[src/hdl/irpd_pkg.sv]
// Package for the IR pulse-distance code matcher: payload structs, symbol codes,
// sizing constants and the button code table.
// No dependencies; used by irpd_cell and ir_pulse_distance_code_matcher_unit.
`timescale 1ns / 1ps
`default_nettype none

package irpd_pkg;

    localparam int SYMBOLS_PER_CODE = 34;
    localparam int TABLE_ENTRIES    = 13;
    localparam int TICK_DIVISOR     = 80;

    localparam int LIMIT_W     = 16;
    localparam int SHORT_RESET = 750;
    localparam int LONG_RESET  = 1450;

    localparam int ROM_ROWS  = 13;
    localparam int ROM_WIDTH = 34;
    localparam int ROW_W     = $clog2(ROM_ROWS);

    // register indexes on the config port (byte address = 4 * index)
    localparam logic REG_SHORT_LIMIT = 1'b0;
    localparam logic REG_LONG_LIMIT  = 1'b1;

    typedef enum logic [1:0] {
        SYM_A = 2'd0,
        SYM_B = 2'd1,
        SYM_X = 2'd2
    } t_sym;

    typedef struct packed {
        logic        kind;
        logic [31:0] edge_time;
    } t_in;

    typedef struct packed {
        logic       matched;
        logic [3:0] button;
    } t_out;

    // input kind codes
    localparam logic KIND_EDGE  = 1'b0;
    localparam logic KIND_REARM = 1'b1;

    // button codes, first character is symbol position 0
    localparam logic [8*ROM_WIDTH-1:0] ROM_TXT [ROM_ROWS] = '{
        "XXAABAAAAABBABBBBBAAAABAAABBBBABBB",
        "XXAABAAAAABBABBBBBBAAABAAAABBBABBB",
        "XXAABAAAAABBABBBBBABAABAAABABBABBB",
        "XXAABAAAAABBABBBBBBBAABAAAAABBABBB",
        "XXAABAAAAABBABBBBBAABABAAABBABABBB",
        "XXAABAAAAABBABBBBBBABABAAAABABABBB",
        "XXAABAAAAABBABBBBBABBABAAABAABABBB",
        "XXAABAAAAABBABBBBBBBBABAAAAAABABBB",
        "XXAABAAAAABBABBBBBAAABBAAABBBAABBB",
        "XXAABAAAAABBABBBBBBAABBAAAABBAABBB",
        "XXAABAAAAABBABBBBBAABAAABABBABBBAB",
        "XXAABAAAAABBABBBBBAAABABAABBBABABB",
        "XXAABAAAAABBABBBBBBAAAAABAABBBBBAB"
    };

    // table symbol at (row, pos); positions past the table width read as X
    function automatic t_sym rom_symbol(input int row, input int pos);
        logic [7:0] c;
        t_sym       s;
        s = SYM_X;
        if (row < ROM_ROWS && pos < ROM_WIDTH) begin
            c = ROM_TXT[row[ROW_W-1:0]][8*(ROM_WIDTH-1-pos) +: 8];
            if (c == "A") begin
                s = SYM_A;
            end else if (c == "B") begin
                s = SYM_B;
            end
        end
        return s;
    endfunction

endpackage

`default_nettype wire

[src/hdl/irpd_cell.sv]
// One cell of the symbol shift line: holds the symbol at position POS and
// flags, per table row, whether it equals that row's symbol there. Uses irpd_pkg.
`timescale 1ns / 1ps
`default_nettype none

module irpd_cell #(
    parameter int POS           = 0,
    parameter int TABLE_ENTRIES = irpd_pkg::TABLE_ENTRIES
) (
    input  wire                      i_clk,
    input  wire                      i_shift,
    input  irpd_pkg::t_sym           i_sym,
    output irpd_pkg::t_sym           o_sym,
    output logic [TABLE_ENTRIES-1:0] o_eq
);

    irpd_pkg::t_sym r_sym;

    always_ff @(posedge i_clk) begin
        if (i_shift) begin
            r_sym <= i_sym;
        end
    end

    assign o_sym = r_sym;

    // rows past the end of the table never match
    always_comb begin
        for (int r = 0; r < TABLE_ENTRIES; r++) begin
            o_eq[r] = (r < irpd_pkg::ROM_ROWS) && (r_sym == irpd_pkg::rom_symbol(r, POS));
        end
    end

endmodule

`default_nettype wire

[src/hdl/ir_pulse_distance_code_matcher_unit.sv]
// Top level of the IR pulse-distance code matcher: interval classifier,
// symbol shift line of irpd_cell, table match, output register, APB config.
// Depends on irpd_pkg and irpd_cell.
//
//  channel  | direction | handshake                    | payload
//  ---------+-----------+------------------------------+---------------------
//  in       | input     | i_in_valid / o_in_stall      | i_in_data  (t_in)
//  out      | output    | o_out_valid / i_out_stall    | o_out_data (t_out)
//  config   | input     | psel/penable/pwrite, pready  | paddr, pwdata, prdata
//
// One input transfer per cycle while o_in_stall is low. An edge is classified
// and shifted into the cell line in the cycle it is taken; the finished word is
// matched against the table and loaded into the output register once that is
// empty or being read. The input stalls only while a finished match waits for a
// stalled output. Synchronous active-low reset; no clearing pass, the line is
// fully written before each match.
`timescale 1ns / 1ps
`default_nettype none

module ir_pulse_distance_code_matcher_unit #(
    parameter int SYMBOLS_PER_CODE = irpd_pkg::SYMBOLS_PER_CODE,
    parameter int TABLE_ENTRIES    = irpd_pkg::TABLE_ENTRIES,
    parameter int TICK_DIVISOR     = irpd_pkg::TICK_DIVISOR
) (
    input  wire             i_clk,
    input  wire             i_rst_n,

    input  wire             i_in_valid,
    output logic            o_in_stall,
    input  irpd_pkg::t_in   i_in_data,

    output logic            o_out_valid,
    input  wire             i_out_stall,
    output irpd_pkg::t_out  o_out_data,

    input  wire             psel,
    input  wire             penable,
    input  wire             pwrite,
    input  wire [2:0]       paddr,
    input  wire [31:0]      pwdata,
    output logic [31:0]     prdata,
    output logic            pready
);

    localparam int LW    = irpd_pkg::LIMIT_W;
    localparam int THR_W = LW + $clog2(TICK_DIVISOR);
    localparam int CNT_W = $clog2(SYMBOLS_PER_CODE);
    localparam logic [THR_W-1:0] DIV_M1    = THR_W'(TICK_DIVISOR - 1);
    localparam logic [THR_W-1:0] SHORT_THR =
        THR_W'(irpd_pkg::SHORT_RESET * TICK_DIVISOR + TICK_DIVISOR - 1);
    localparam logic [THR_W-1:0] LONG_THR  =
        THR_W'(irpd_pkg::LONG_RESET * TICK_DIVISOR + TICK_DIVISOR - 1);
    localparam logic [CNT_W-1:0] LAST_POS  = CNT_W'(SYMBOLS_PER_CODE - 1);

    // ---------------- configuration ----------------
    logic [LW-1:0]    r_short_limit, r_long_limit;
    logic [THR_W-1:0] r_short_thr, r_long_thr;
    logic [THR_W-1:0] n_thr;
    logic             w_cfg_wr;

    assign pready   = 1'b1;
    assign w_cfg_wr = psel & penable & pwrite & pready;

    // scaled <= limit  <=>  interval <= limit*divisor + divisor-1
    assign n_thr = THR_W'(pwdata[LW-1:0]) * THR_W'(TICK_DIVISOR) + DIV_M1;

    always_ff @(posedge i_clk) begin
        if (!i_rst_n) begin
            r_short_limit <= LW'(irpd_pkg::SHORT_RESET);
            r_long_limit  <= LW'(irpd_pkg::LONG_RESET);
            r_short_thr   <= SHORT_THR;
            r_long_thr    <= LONG_THR;
        end else if (w_cfg_wr) begin
            if (paddr[2] == irpd_pkg::REG_SHORT_LIMIT) begin
                r_short_limit <= pwdata[LW-1:0];
                r_short_thr   <= n_thr;
            end else begin
                r_long_limit <= pwdata[LW-1:0];
                r_long_thr   <= n_thr;
            end
        end
    end

    always_comb begin
        if (paddr[2] == irpd_pkg::REG_SHORT_LIMIT) begin
            prdata = {{(32-LW){1'b0}}, r_short_limit};
        end else begin
            prdata = {{(32-LW){1'b0}}, r_long_limit};
        end
    end

    // ---------------- capture control ----------------
    logic [31:0]      r_prev;
    logic [CNT_W-1:0] r_count;
    logic             r_capturing;
    logic             r_pend;
    logic             r_out_valid;
    irpd_pkg::t_out   r_out_data;

    logic             w_accept, w_edge, w_last, w_load;
    logic [31:0]      w_interval;
    irpd_pkg::t_sym   w_sym;
    irpd_pkg::t_out   w_match;

    assign w_load     = r_pend & (~r_out_valid | ~i_out_stall);
    assign o_in_stall = r_pend & r_out_valid & i_out_stall;
    assign w_accept   = i_in_valid & ~o_in_stall;
    assign w_edge     = w_accept & (i_in_data.kind == irpd_pkg::KIND_EDGE) & r_capturing;
    assign w_last     = (r_count == LAST_POS);
    assign w_interval = i_in_data.edge_time - r_prev;   // wraps modulo 2^32

    always_comb begin
        if (w_interval <= 32'(r_short_thr)) begin
            w_sym = irpd_pkg::SYM_A;
        end else if (w_interval <= 32'(r_long_thr)) begin
            w_sym = irpd_pkg::SYM_B;
        end else begin
            w_sym = irpd_pkg::SYM_X;
        end
    end

    always_ff @(posedge i_clk) begin
        if (!i_rst_n) begin
            r_prev      <= '0;
            r_count     <= '0;
            r_capturing <= 1'b1;
            r_pend      <= 1'b0;
        end else begin
            if (w_edge) begin
                r_prev <= i_in_data.edge_time;
                if (w_last) begin
                    r_count     <= '0;
                    r_capturing <= 1'b0;
                    r_pend      <= 1'b1;
                end else begin
                    r_count <= r_count + 1'b1;
                end
            end else if (w_accept && i_in_data.kind == irpd_pkg::KIND_REARM) begin
                r_capturing <= 1'b1;
            end
            if (w_load) begin
                r_pend <= 1'b0;
            end
        end
    end

    // ---------------- symbol cell line ----------------
    // new symbol enters the top cell; after a full code cell k holds position k
    irpd_pkg::t_sym           w_cell_sym [SYMBOLS_PER_CODE+1];
    logic [TABLE_ENTRIES-1:0] w_eq       [SYMBOLS_PER_CODE];

    assign w_cell_sym[SYMBOLS_PER_CODE] = w_sym;

    for (genvar k = 0; k < SYMBOLS_PER_CODE; k++) begin : g_cell
        irpd_cell #(
            .POS           (k),
            .TABLE_ENTRIES (TABLE_ENTRIES)
        ) u_cell (
            .i_clk   (i_clk),
            .i_shift (w_edge),
            .i_sym   (w_cell_sym[k+1]),
            .o_sym   (w_cell_sym[k]),
            .o_eq    (w_eq[k])
        );
    end

    // ---------------- table match ----------------
    logic [TABLE_ENTRIES-1:0] w_hit;

    always_comb begin
        w_hit = '1;
        for (int k = 0; k < SYMBOLS_PER_CODE; k++) begin
            w_hit = w_hit & w_eq[k];
        end
        w_match = '0;
        // lowest matching row wins
        for (int r = TABLE_ENTRIES - 1; r >= 0; r--) begin
            if (w_hit[r]) begin
                w_match.matched = 1'b1;
                w_match.button  = 4'(r);
            end
        end
    end

    // ---------------- output register ----------------
    always_ff @(posedge i_clk) begin
        if (!i_rst_n) begin
            r_out_valid <= 1'b0;
        end else if (w_load) begin
            r_out_valid <= 1'b1;
        end else if (!i_out_stall) begin
            r_out_valid <= 1'b0;
        end
    end

    always_ff @(posedge i_clk) begin
        if (w_load) begin
            r_out_data <= w_match;
        end
    end

    assign o_out_valid = r_out_valid;
    assign o_out_data  = r_out_data;

endmodule

`default_nettype wire

[config.mk]
export PLATFORM = sky130hd
export DESIGN_NAME = ir_pulse_distance_code_matcher_unit
export DESIGN_NICKNAME = d
export VERILOG_FILES = /design/src/hdl/irpd_pkg.sv /design/src/hdl/irpd_cell.sv /design/src/hdl/ir_pulse_distance_code_matcher_unit.sv
export SDC_FILE = /design/constraint.sdc
export NUM_CORES = 1
export LEC_CHECK = 0
export ABC_AREA = 1
export BUFFER_PORTS_ARGS = -buffer_cell sky130_fd_sc_hd__buf_2
export CELL_PAD_IN_SITES_DETAIL_PLACEMENT = 1
export CELL_PAD_IN_SITES_GLOBAL_PLACEMENT = 1
export CORE_MARGIN = 3
export CORE_UTILIZATION = 49
export DETAILED_ROUTE_END_ITERATION = 7
export PLACE_DENSITY = 0.84
export RECOVER_POWER = 25
export SETUP_SLACK_MARGIN = 0.5
export SLEW_MARGIN = 20
export SYNTH_ARGS = -nofsm -noshare
export SYNTH_HDL_FRONTEND = slang
export SYNTH_HIERARCHICAL = 1
export SYNTH_SLANG_ARGS = --single-unit
[constraint.sdc]
create_clock -name i_clk -period 5.65 [get_ports i_clk]
set_input_delay 0.8475 -clock i_clk [delete_from_list [all_inputs] [get_ports i_clk]]
set_output_delay 0.8475 -clock i_clk [all_outputs]
set_load 0.01 [all_outputs]
; ---- Word-level counts from Yosys, hierarchy flattened
; Cells that the tools add are included.
[classes]
n_mux = 20
n_reduce_logical = 34
n_lt_le_gt_ge = 2
n_bitwise = 48
add_sub_neg = 3
mul = 1
eq_ne = 28
[op_table]
columns = operator, count
row1 = 13-bit AND, 33
row2 = 32-bit by 23-bit less-or-equal comparator with 1-bit output, 2
row3 = "2-bit by 1-bit == test with 1-bit output, second input constant", 23
row4 = 2-bit zero test, 23
row5 = 32-bit subtractor, 1
row6 = "23-bit by 7-bit adder with 23-bit output, second input constant", 1
row7 = "16-bit by 3-bit multiplier with 19-bit output, second input constant", 1
row8 = 16-bit two-way mux, 1
row9 = 4-bit two-way mux, 4
row10 = 3-bit two-way mux, 4
row11 = 12-bit OR reduction, 1
row12 = 1-bit AND, 8
row13 = 2-bit AND reduction, 4
row14 = 8-bit OR reduction, 1
row15 = "6-bit by 1-bit adder with 6-bit output, second input constant", 1
row16 = "6-bit == test, second input constant", 1
row17 = 1-bit two-way mux, 6
row18 = 2-bit two-way mux, 3
row19 = 6-bit two-way mux, 1
row20 = 1-bit NOT, 6
row21 = 5-bit two-way mux, 1
row22 = "2-bit == test, second input constant", 2
row23 = 2-bit OR reduction, 2
row24 = 4-bit OR reduction, 1
row25 = 5 further kinds, 5
[totals]
inputBits = 75
out_inout_bits = 40
register_bits = 192
elab_cells = 184

; ---- Longest topological paths before layout
; Gate-level depths: netlist of the first run.
[depth]
depth_word = 46
ltp_mapped = 27
ltp_nobuf = 27

; ---- By module
; The synthesis of the first run kept the hierarchy.
[by_module_without_submodules]
columns = module, n_inst, cells_per_inst, area_each_um2, seq_area_each_um2
row1 = ir_pulse_distance_code_matcher_unit, 1, 1620, 10136.0, 2292.2
row2 = irpd_cell at g_cell[18].u_cell ..., 14, 16, 156.4, 60.1
row3 = irpd_cell at g_cell[0].u_cell ..., 11, 16, 160.2, 60.1
row4 = irpd_cell at g_cell[12].u_cell ..., 9, 15, 153.9, 60.1

; ---- Worst setup path before layout of the first run
; Ideal clock, no wire load.
[synth_timing]
kind = in2reg
from = input port i_out_stall
to = register r_count[4]
arrival_time_ns = 3.813
setup_ns = 0.117
path_slack_ns = 1.719
stages = 10
required_time_ns = 5.533
n_path_buf = 1
path_cell_list = nand2_1 nor2_1 inv_1 nand2_1 nor3_4 inv_1 buf_2 o21ai_0 o21bai_1 a21oi_1
[synth_between]
elab_chain_cells = 5
[synth_rtl]
columns = element, line_no
row1 = from (decl), ir_pulse_distance_code_matcher_unit.sv:33  ; input wire i_out_stall,
row2 = 1-bit AND, ir_pulse_distance_code_matcher_unit.sv:106  ; assign o_in_stall = r_pend & r_out_valid & i_out_stall;
row3 = via o_in_stall, ir_pulse_distance_code_matcher_unit.sv:29  ; output logic o_in_stall,
row4 = 1-bit NOT, ir_pulse_distance_code_matcher_unit.sv:107  ; assign w_accept = i_in_valid & ~o_in_stall;
row5 = 1-bit AND, ir_pulse_distance_code_matcher_unit.sv:107
row6 = 1-bit AND (2 in a row), ir_pulse_distance_code_matcher_unit.sv:108  ; assign w_edge = w_accept & (i_in_data.kind == irpd_pkg::KIND_EDGE) & r_capturing;
row7 = via w_edge, ir_pulse_distance_code_matcher_unit.sv:100  ; logic w_accept, w_edge, w_last, w_load;
row8 = to (signal assigned), ir_pulse_distance_code_matcher_unit.sv:136  ; r_count <= r_count + 1'b1;
row9 = to (decl), ir_pulse_distance_code_matcher_unit.sv:94  ; logic [CNT_W-1:0] r_count;
; The timed path passes the listed nets, and every way through them passes these cells.
; A chain may end at the register's enable or synchronous reset.

; ---- Worst setup path in the final report of the first run
[layout_timing]
from = input port i_in_data[0] in the netlist's numbering
to = register g_cell[33].u_cell.r_sym[0], data pin
[layout_between]
elab_chain_cells = 3
word_cells_on_any_way = 4
cone_classes = add/sub: 1 / order compare: 2 / mux: 1
[layout_rtl]
columns = element, line_no
row1 = from (decl), ir_pulse_distance_code_matcher_unit.sv:30  ; input irpd_pkg::t_in i_in_data,
row2 = 32-bit subtractor (*), ir_pulse_distance_code_matcher_unit.sv:110  ; assign w_interval = i_in_data.edge_time - r_prev;
row3 = 32-bit by 23-bit less-or-equal comparator with 1-bit output, ir_pulse_distance_code_matcher_unit.sv:115  ; end else if (w_interval <= 32'(r_long_thr)) begin
row4 = 2-bit two-way mux, ir_pulse_distance_code_matcher_unit.sv:115
row5 = to (signal assigned), irpd_cell.sv:21  ; r_sym <= i_sym;
row6 = to (decl), irpd_cell.sv:17  ; irpd_pkg::t_sym r_sym;
; Mark *: on every way between the ends. The rest lies on a longest branch, timed or not.

==> results.tsv, run 1 <==
metric	value	unit
status	finished clean	
Total GRT Usage	21.28	%
most frequent cells in the layout	nand2_1 (429), inv_1 (256), nor2_1 (170)	
top post-synthesis cells by area	buf_4 (20%), edfxtp_1 (14%), dfxtp_1 (14%), nand2_1 (10%), ha_1 (8.1%)	
RSZ-0062 raised after global routing	no	
clk_skew	0.01444	ns
vias per cell	5.317	
count of cell types in the netlist	44	
Final nets	2006	
clock sinks	180	
Achievable Freq	259.9	MHz
Setup Viol. Count Final	0	
Synthesis Warnings	6	
area leader, netlist	buf_4	
TNS Setup	0	ns
CTS buffer count	17	
CP required	5.86	ns
Initial Utilization	50.19	%
Final Power	3.636	mW
CTS clock-pin slew for the worst setup and hold paths	0.08	ns
hold_sp	g_cell[3].u_cell/o_sym[1]$_DFFE_PP_	
vias in the first global route	11910	
r2r setup slk	2.05	ns
Slew HR	29.88	%
WL per Instance	16.05	um
Post-CTS Setup Repair Bufs	0	
crit start category	primary input	
Worst R2R End	g_cell[33].u_cell/o_sym[0]$_DFFE_PP_	
register bit total from synthesis	180	
num ports	115	
Critical Path Fanout Max	3	
commonest non-fill, non-tap cell in the layout	nand2_1	
CTS tree	done	
final RePlAce weighted congestion	0.8552	
clock buffer depth	2	
layout cells sized above 1	9.446	%
DRT antenna net count	0	
Die Area	33740	um^2
CP Capture Type	flop	
HPWL after detailed placement	27090	um
critical setup path kind	primary input to flop	
drt pass-1 iters	5	
initial antenna violation count	1	
first-pass GRT wire length	58620	um
Post-CTS Resized	0	
Lkg Pwr	6.363	nW
core area	30830	um^2
Row Count	64	
CTS H-tree lvls	4	
post-synth top area share	19.94	%
Mapped Cells	2155	
cts hold-fix bufs	0	
# DRC	0	
final hold viol count	0	
Synth Area per Inst	7.180	um^2
sequential area share after synthesis	28.01	%
Pwr Density	262.7	nW/um^2
Final Max Slew Viols	0	
Mapped Area	15470	um^2
Area growth, synth to finish	-10.54	%
die width	183.7	um
port buffer count	79	
part of the cycle the worst path needs	68.10	%
CP Launch Point	i_in_data[0]	
worst vdd ir	0.0002234	V
Vias	11910	
Hold Path Class	flop to flop	
Setup crit end	g_cell[33].u_cell/o_sym[0]$_DFFE_PP_	
maxcap violations	0	
later-pin clock latency in the skew report	0.45	ns
RR Startpoint	r_prev[0]$_SDFFE_PN0P_	
crit path time final	3.847	ns
final WL	35940	um
Root Buffer	clkbuf_16	
worst slew pin tran	1.051	ns
largest net degree at the start of global routing	77	
iteration-0 DRC count of the detailed router	694	
GR Overflow Total	0	
worst reg2reg path depth	24	
Die Span Y	183.7	um
CP arrival	4.06	ns
## worst max-delay path, stage by stage
cell and delay, ns:
buf_2 0.10, inv_1 0.08, ha_1 0.15, inv_1 0.07, fa_1 0.42, nand2_1 0.12, nand2_1 0.10, nand3_1 0.11
nand2_1 0.13, nand2_1 0.08, nand2_1 0.11, xor2_1 0.21, ha_1 0.30, nand2_1 0.06, nor4_1 0.49, nand2_1 0.11
nand2_1 0.10, nand2_1 0.06, nand2_1 0.05, nand2_1 0.05, nand2_1 0.05, nand2_1 0.05, nand2_1 0.06, nand2_1 0.06
nand3_1 0.06, nor2_1 0.05
## cell usage after synthesis
master,n
a21boi_0,3
a21boi_2,1
a21o_1,1
a21oi_1,119
a21oi_2,1
a31oi_1,4
and2_1,1
and3_1,3
buf_1,3
buf_2,3
buf_4,411
clkbuf_1,27
clkinv_1,2
conb_1,2
dfxtp_1,107
edfxtp_1,73
fa_1,2
ha_1,100
inv_1,257
inv_2,2
nand2_1,429
nand2_2,8
nand3_1,76
nand3_2,2
nand3b_1,8
nand4_1,119
nor2_1,172
nor2_2,30
nor2_4,1
nor3_1,20
nor3_4,1
nor3b_1,3
nor4_1,13
nor4b_1,1
o211ai_1,9
o21a_1,4
o21ai_0,89
o21ai_1,2
o21bai_1,3
or2_2,3
xnor2_1,8
xor2_1,26
xor2_2,4
xor2_4,2
## state kept, by name, summed over array words and instances, names as in the netlist, 5 cells and up
register             count
g_cell.u_cell/o_sym     68
o_out_data               5
r_count                  6
r_long_limit            16
r_long_thr              17
r_prev                  32
r_short_limit           16
r_short_thr             17
## cell families after synthesis
family / count (synthesis) / share of synthesized area [%]
AOI/OAI and AO/OA: 236 / 8.054
other: 2 / 0.04854
and+or+nand+nor: 890 / 25.74
xor gates and xnor gates: 40 / 2.701
DFF: 180 / 28.01
buffers and inverters: 705 / 27.10
adders and majority gates: 102 / 8.345
## power breakdown
part / switching, mW / total (mW) / internal (mW)
clock: 0.556 / 1.22 / 0.667
combinational: 0.662 / 0.984 / 0.322
sequential: 0.0245 / 1.43 / 1.40
total: 1.24 / 3.64 / 2.39
## worst min-delay path by stage
| stage | endpoint | slack, ns | cells after the start |
|---|---|---|---|
| finish | g_cell[2].u_cell/o_sym[1]$_DFFE_PP_ | 0.45 | 0 |
| global route | g_cell[1].u_cell/o_sym[1]$_DFFE_PP_ | 0.46 | 0 |
| CTS | g_cell[2].u_cell/o_sym[1]$_DFFE_PP_ | 0.45 | 0 |
| detailed placement | g_cell[2].u_cell/o_sym[1]$_DFFE_PP_ | 0.43 | 0 |
| global placement | g_cell[2].u_cell/o_sym[1]$_DFFE_PP_ | 0.43 | 0 |
| floorplan | g_cell[0].u_cell/o_sym[1]$_DFFE_PP_ | 0.43 | 0 |
## per-layer routing
metal	part of all wire, %	GRT usage (%)
met5	0	0
met4	1.6	4.868
met3	2.9	3.205
met2	51	38.73
met1	45	26.62
## stage by stage
step / util, % / setup slack, ns / area (um^2) / instances / hold slack (ns)
6_report: 44.90 / 1.803 / 13840 / 2239 / 0.4516
4_1_cts: 44.89 / 1.801 / 13840 / 2238 / 0.4525
5_1_grt: 44.90 / 1.475 / 13840 / 2239 / 0.4645
3_5_place_dp: 42.97 / 1.316 / 13250 / 2206 / 0.4344
2_1_floorplan: - / 1.719 / 15530 / 2170 / 0.4264
3_3_place_gp: 42.97 / 1.356 / 13250 / 2206 / 0.4290
## final cells by class
cell class	count	area (um^2)
Fill cell	3932	16990
Clock buffer	18	439.2
Sequential cell	180	4334
Multi-Input combinational cell	1285	7007
Timing Repair Buffer	84	432.9
Tap cell	396	495.5
Clock inverter	14	151.4
Antenna cell	1	2.502
Inverter	261	979.7
(Power assumes the default switching activity.)
==> inputs of run 2 (changes only) <==
Settings changed: CORE_UTILIZATION 49 to 45, PLACE_DENSITY 0.84 to 0.78.
Clock period 5.65 ns to 3.56 ns, I/O delays scaled along.
==> run 2 against run 1 <==
Cell area is 9.8% higher; sequential cell count unchanged; count of clock-buffer cells in the layout fell by 1; via count up 2.9%; non-clock buffer count increased by 72; sequential share of layout area shrank 2.8 points; sequential power increased by 59%; critical path depth is 5 lower; critical path type is now flop to flop; critical endpoint unchanged; largest cell class unchanged.
==> results.tsv, run 2 (same netlist as run 1, synthesis figures left out) <==
metric	value	unit	change
Root Buffer	clkbuf_16		
Die Span Y	191.4	um	+4.2%
num ports	115		unchanged
crit path time final	3.252	ns	
Achievable Freq	307.5	MHz	
multi-input logic area	7779	um^2	+11%
CTS buffer count	17		unchanged
FF+latch area	4335	um^2	about the same
worst slew pin tran	1.079	ns	+0.02825 ns
fillers	4273		+8.7%
maxcap violations	0		unchanged
Final nets	2078		+3.6%
number of flip-flops in the largest register	68		unchanged
clock buffer depth	2		unchanged
Slew HR	27.99	%	-1.9 points
Vias	12250		+2.9%
met1 GRT Util	25.81	%	-0.81 points
part of the cycle the worst path needs	91.36	%	
Die Area	36640	um^2	+8.6%
largest net degree at the start of global routing	77		unchanged
drt pass-1 iters	5		unchanged
Post-Layout Inst Area	15200	um^2	+9.8%
# DRC	0		unchanged
core area	33700	um^2	+9.3%
TNS Setup	0	ns	unchanged
depth of the worst hold-timing path	3		+3
met2 Use GR	37.32	%	-1.4 points
Pwr Density	406.0	nW/um^2	+55%
M3 GR Usage	3.246	%	+0.041 points
GR Overflow Total	0		unchanged
critical setup path kind	flop to flop		
iteration-0 DRC count of the detailed router	514		-26%
status	finished clean		
vias per cell	5.183		-2.5%
clock sinks	180		unchanged
grt peak-use layer	met2		
Setup Viol. Count Final	0		unchanged
WL per Instance	16.29	um	+1.5%
Total GRT Usage	20.86	%	-0.42 points
post-route setup slack	0.3077	ns	-1.495 ns
HPWL after detailed placement	28050	um	+3.5%
die width	191.4	um	+4.2%
initial antenna violation count	0		-1
later-pin clock latency in the skew report	0.46	ns	about the same
final WL	38500	um	+7.1%
dpl cell area	13800	um^2	+4.2%
clk_skew	0.009523	ns	-0.004913 ns
WHS	0.3393	ns	-0.1123 ns
Final Max Slew Viols	0		unchanged
final hold viol count	0		unchanged
final RePlAce weighted congestion	0.8352		-2.3%
CTS H-tree lvls	4		unchanged
Row Count	67		+4.7%
DRT antenna net count	0		unchanged
RSZ-0062 raised after global routing	yes		
commonest non-fill, non-tap cell in the layout	nand2_1		
Hold Path Class	primary input to flop		
CTS tree	done		
crit start category	flop		
layout cells sized above 1	18.86	%	+9.4 points
worst vdd ir	0.0003727	V	+67%
Lkg Pwr	6.808	nW	+7.0%
CP arrival	3.47	ns	-0.59 ns
first-pass GRT wire length	61860	um	+5.5%
CP required	3.78	ns	-2.08 ns
DP Worst Slack	-0.1595	ns	-1.475 ns
final core utilization	45.10	%	+0.20 points
Area growth, synth to finish	-1.763	%	
cts hold-fix bufs	0		unchanged
CP Capture Type	flop		
most frequent cells in the layout	nand2_1 (397), inv_1 (252), nor2_1 (153)		
port buffer count	79		unchanged
vias in the first global route	12560		+5.4%
Critical Path Fanout Max	3		unchanged
worst reg2reg path depth	21		-13%
Initial Utilization	45.91	%	-4.3 points
CTS clock-pin slew for the worst setup and hold paths	0.08	ns	about the same
## run 2: changes by cell type in the layout (fill, tap and decap cells not counted), moves of 10 or more
cell and delta:
ha_1 -22, nand2_1 -32, ha_4 +20, nor2_2 +14, nand2_2 +26, xor2_1 -10, nor2_1 -17, buf_4 +71
## run 2: metrics by stage
step / power (mW) / instances
floorplan: 3.641 / 2170
global placement: 3.929 / 2313
detailed placement: 4.008 / 2313
CTS: 6.068 / 2358
global route: 6.537 / 2362
finish: 6.171 / 2363
## run 2: metal layers
layer | vias up | wire, um
li1 | 6073 | -
met2 | 168 | 19450
met5 | - | 0
met1 | 5953 | 17360
met4 | 0 | 757
met3 | 54 | 924
## run 2: final cells by class
| cell class | instances | area share, % |
|---|---|---|
| multi-input combinational | 1285 | 51.18 |
| sequential | 180 | 28.52 |
| inverter | 261 | 6.462 |
| timing repair buffer | 156 | 6.421 |
| tap | 448 | 3.688 |
| clock buffer | 17 | 2.799 |
| clock inverter | 15 | 0.9137 |
| antenna | 1 | 0.01646 |
## run 2: where the power goes
part / internal (mW) / switching (mW) / leakage [nW]
clock: 0.931 / 0.953 / 0.278
combinational: 0.775 / 1.25 / 4.99
sequential: 2.23 / 0.0389 / 1.55
total: 3.93 / 2.24 / 6.81
## run 2: timing repair
item	CTS	global route
endpoints found under the setup margin	2	6
setup buffers	13	4
pin swaps	20	31
resized for setup	84	49
## run 2: worst max-delay path: stages, from the launching register on
cell and delay (ns):
dfxtp_2 0.35, ha_4 0.12, inv_2 0.04, fa_2 0.40, buf_4 0.16, nand3_1 0.12, nand3_4 0.13, a31oi_4 0.26
xnor2_2 0.11, buf_4 0.14, ha_1 0.29, nand4_1 0.20, inv_1 0.18, nand2_2 0.06, nand2_1 0.05, nand2_1 0.05
nand2_1 0.05, nand2_1 0.05, nand2_1 0.06, nand2_1 0.07, nand3_2 0.07, nor2_2 0.05
## run 2: path summary, 6_finish.rpt
| check | startpoint | endpoint | slack [ns] |
|---|---|---|---|
| worst max-delay path | r_prev[0]$_SDFFE_PN0P_ | g_cell[33].u_cell/o_sym[0]$_DFFE_PP_ | 0.31 |
| worst min-delay path | i_in_data[31] | r_prev[31]$_SDFFE_PN0P_ | 0.34 |
| worst max register to register | r_prev[0]$_SDFFE_PN0P_ | g_cell[33].u_cell/o_sym[0]$_DFFE_PP_ | 0.31 |
| worst min register to register | g_cell[14].u_cell/o_sym[0]$_DFFE_PP_ | g_cell[13].u_cell/o_sym[0]$_DFFE_PP_ | 0.45 |
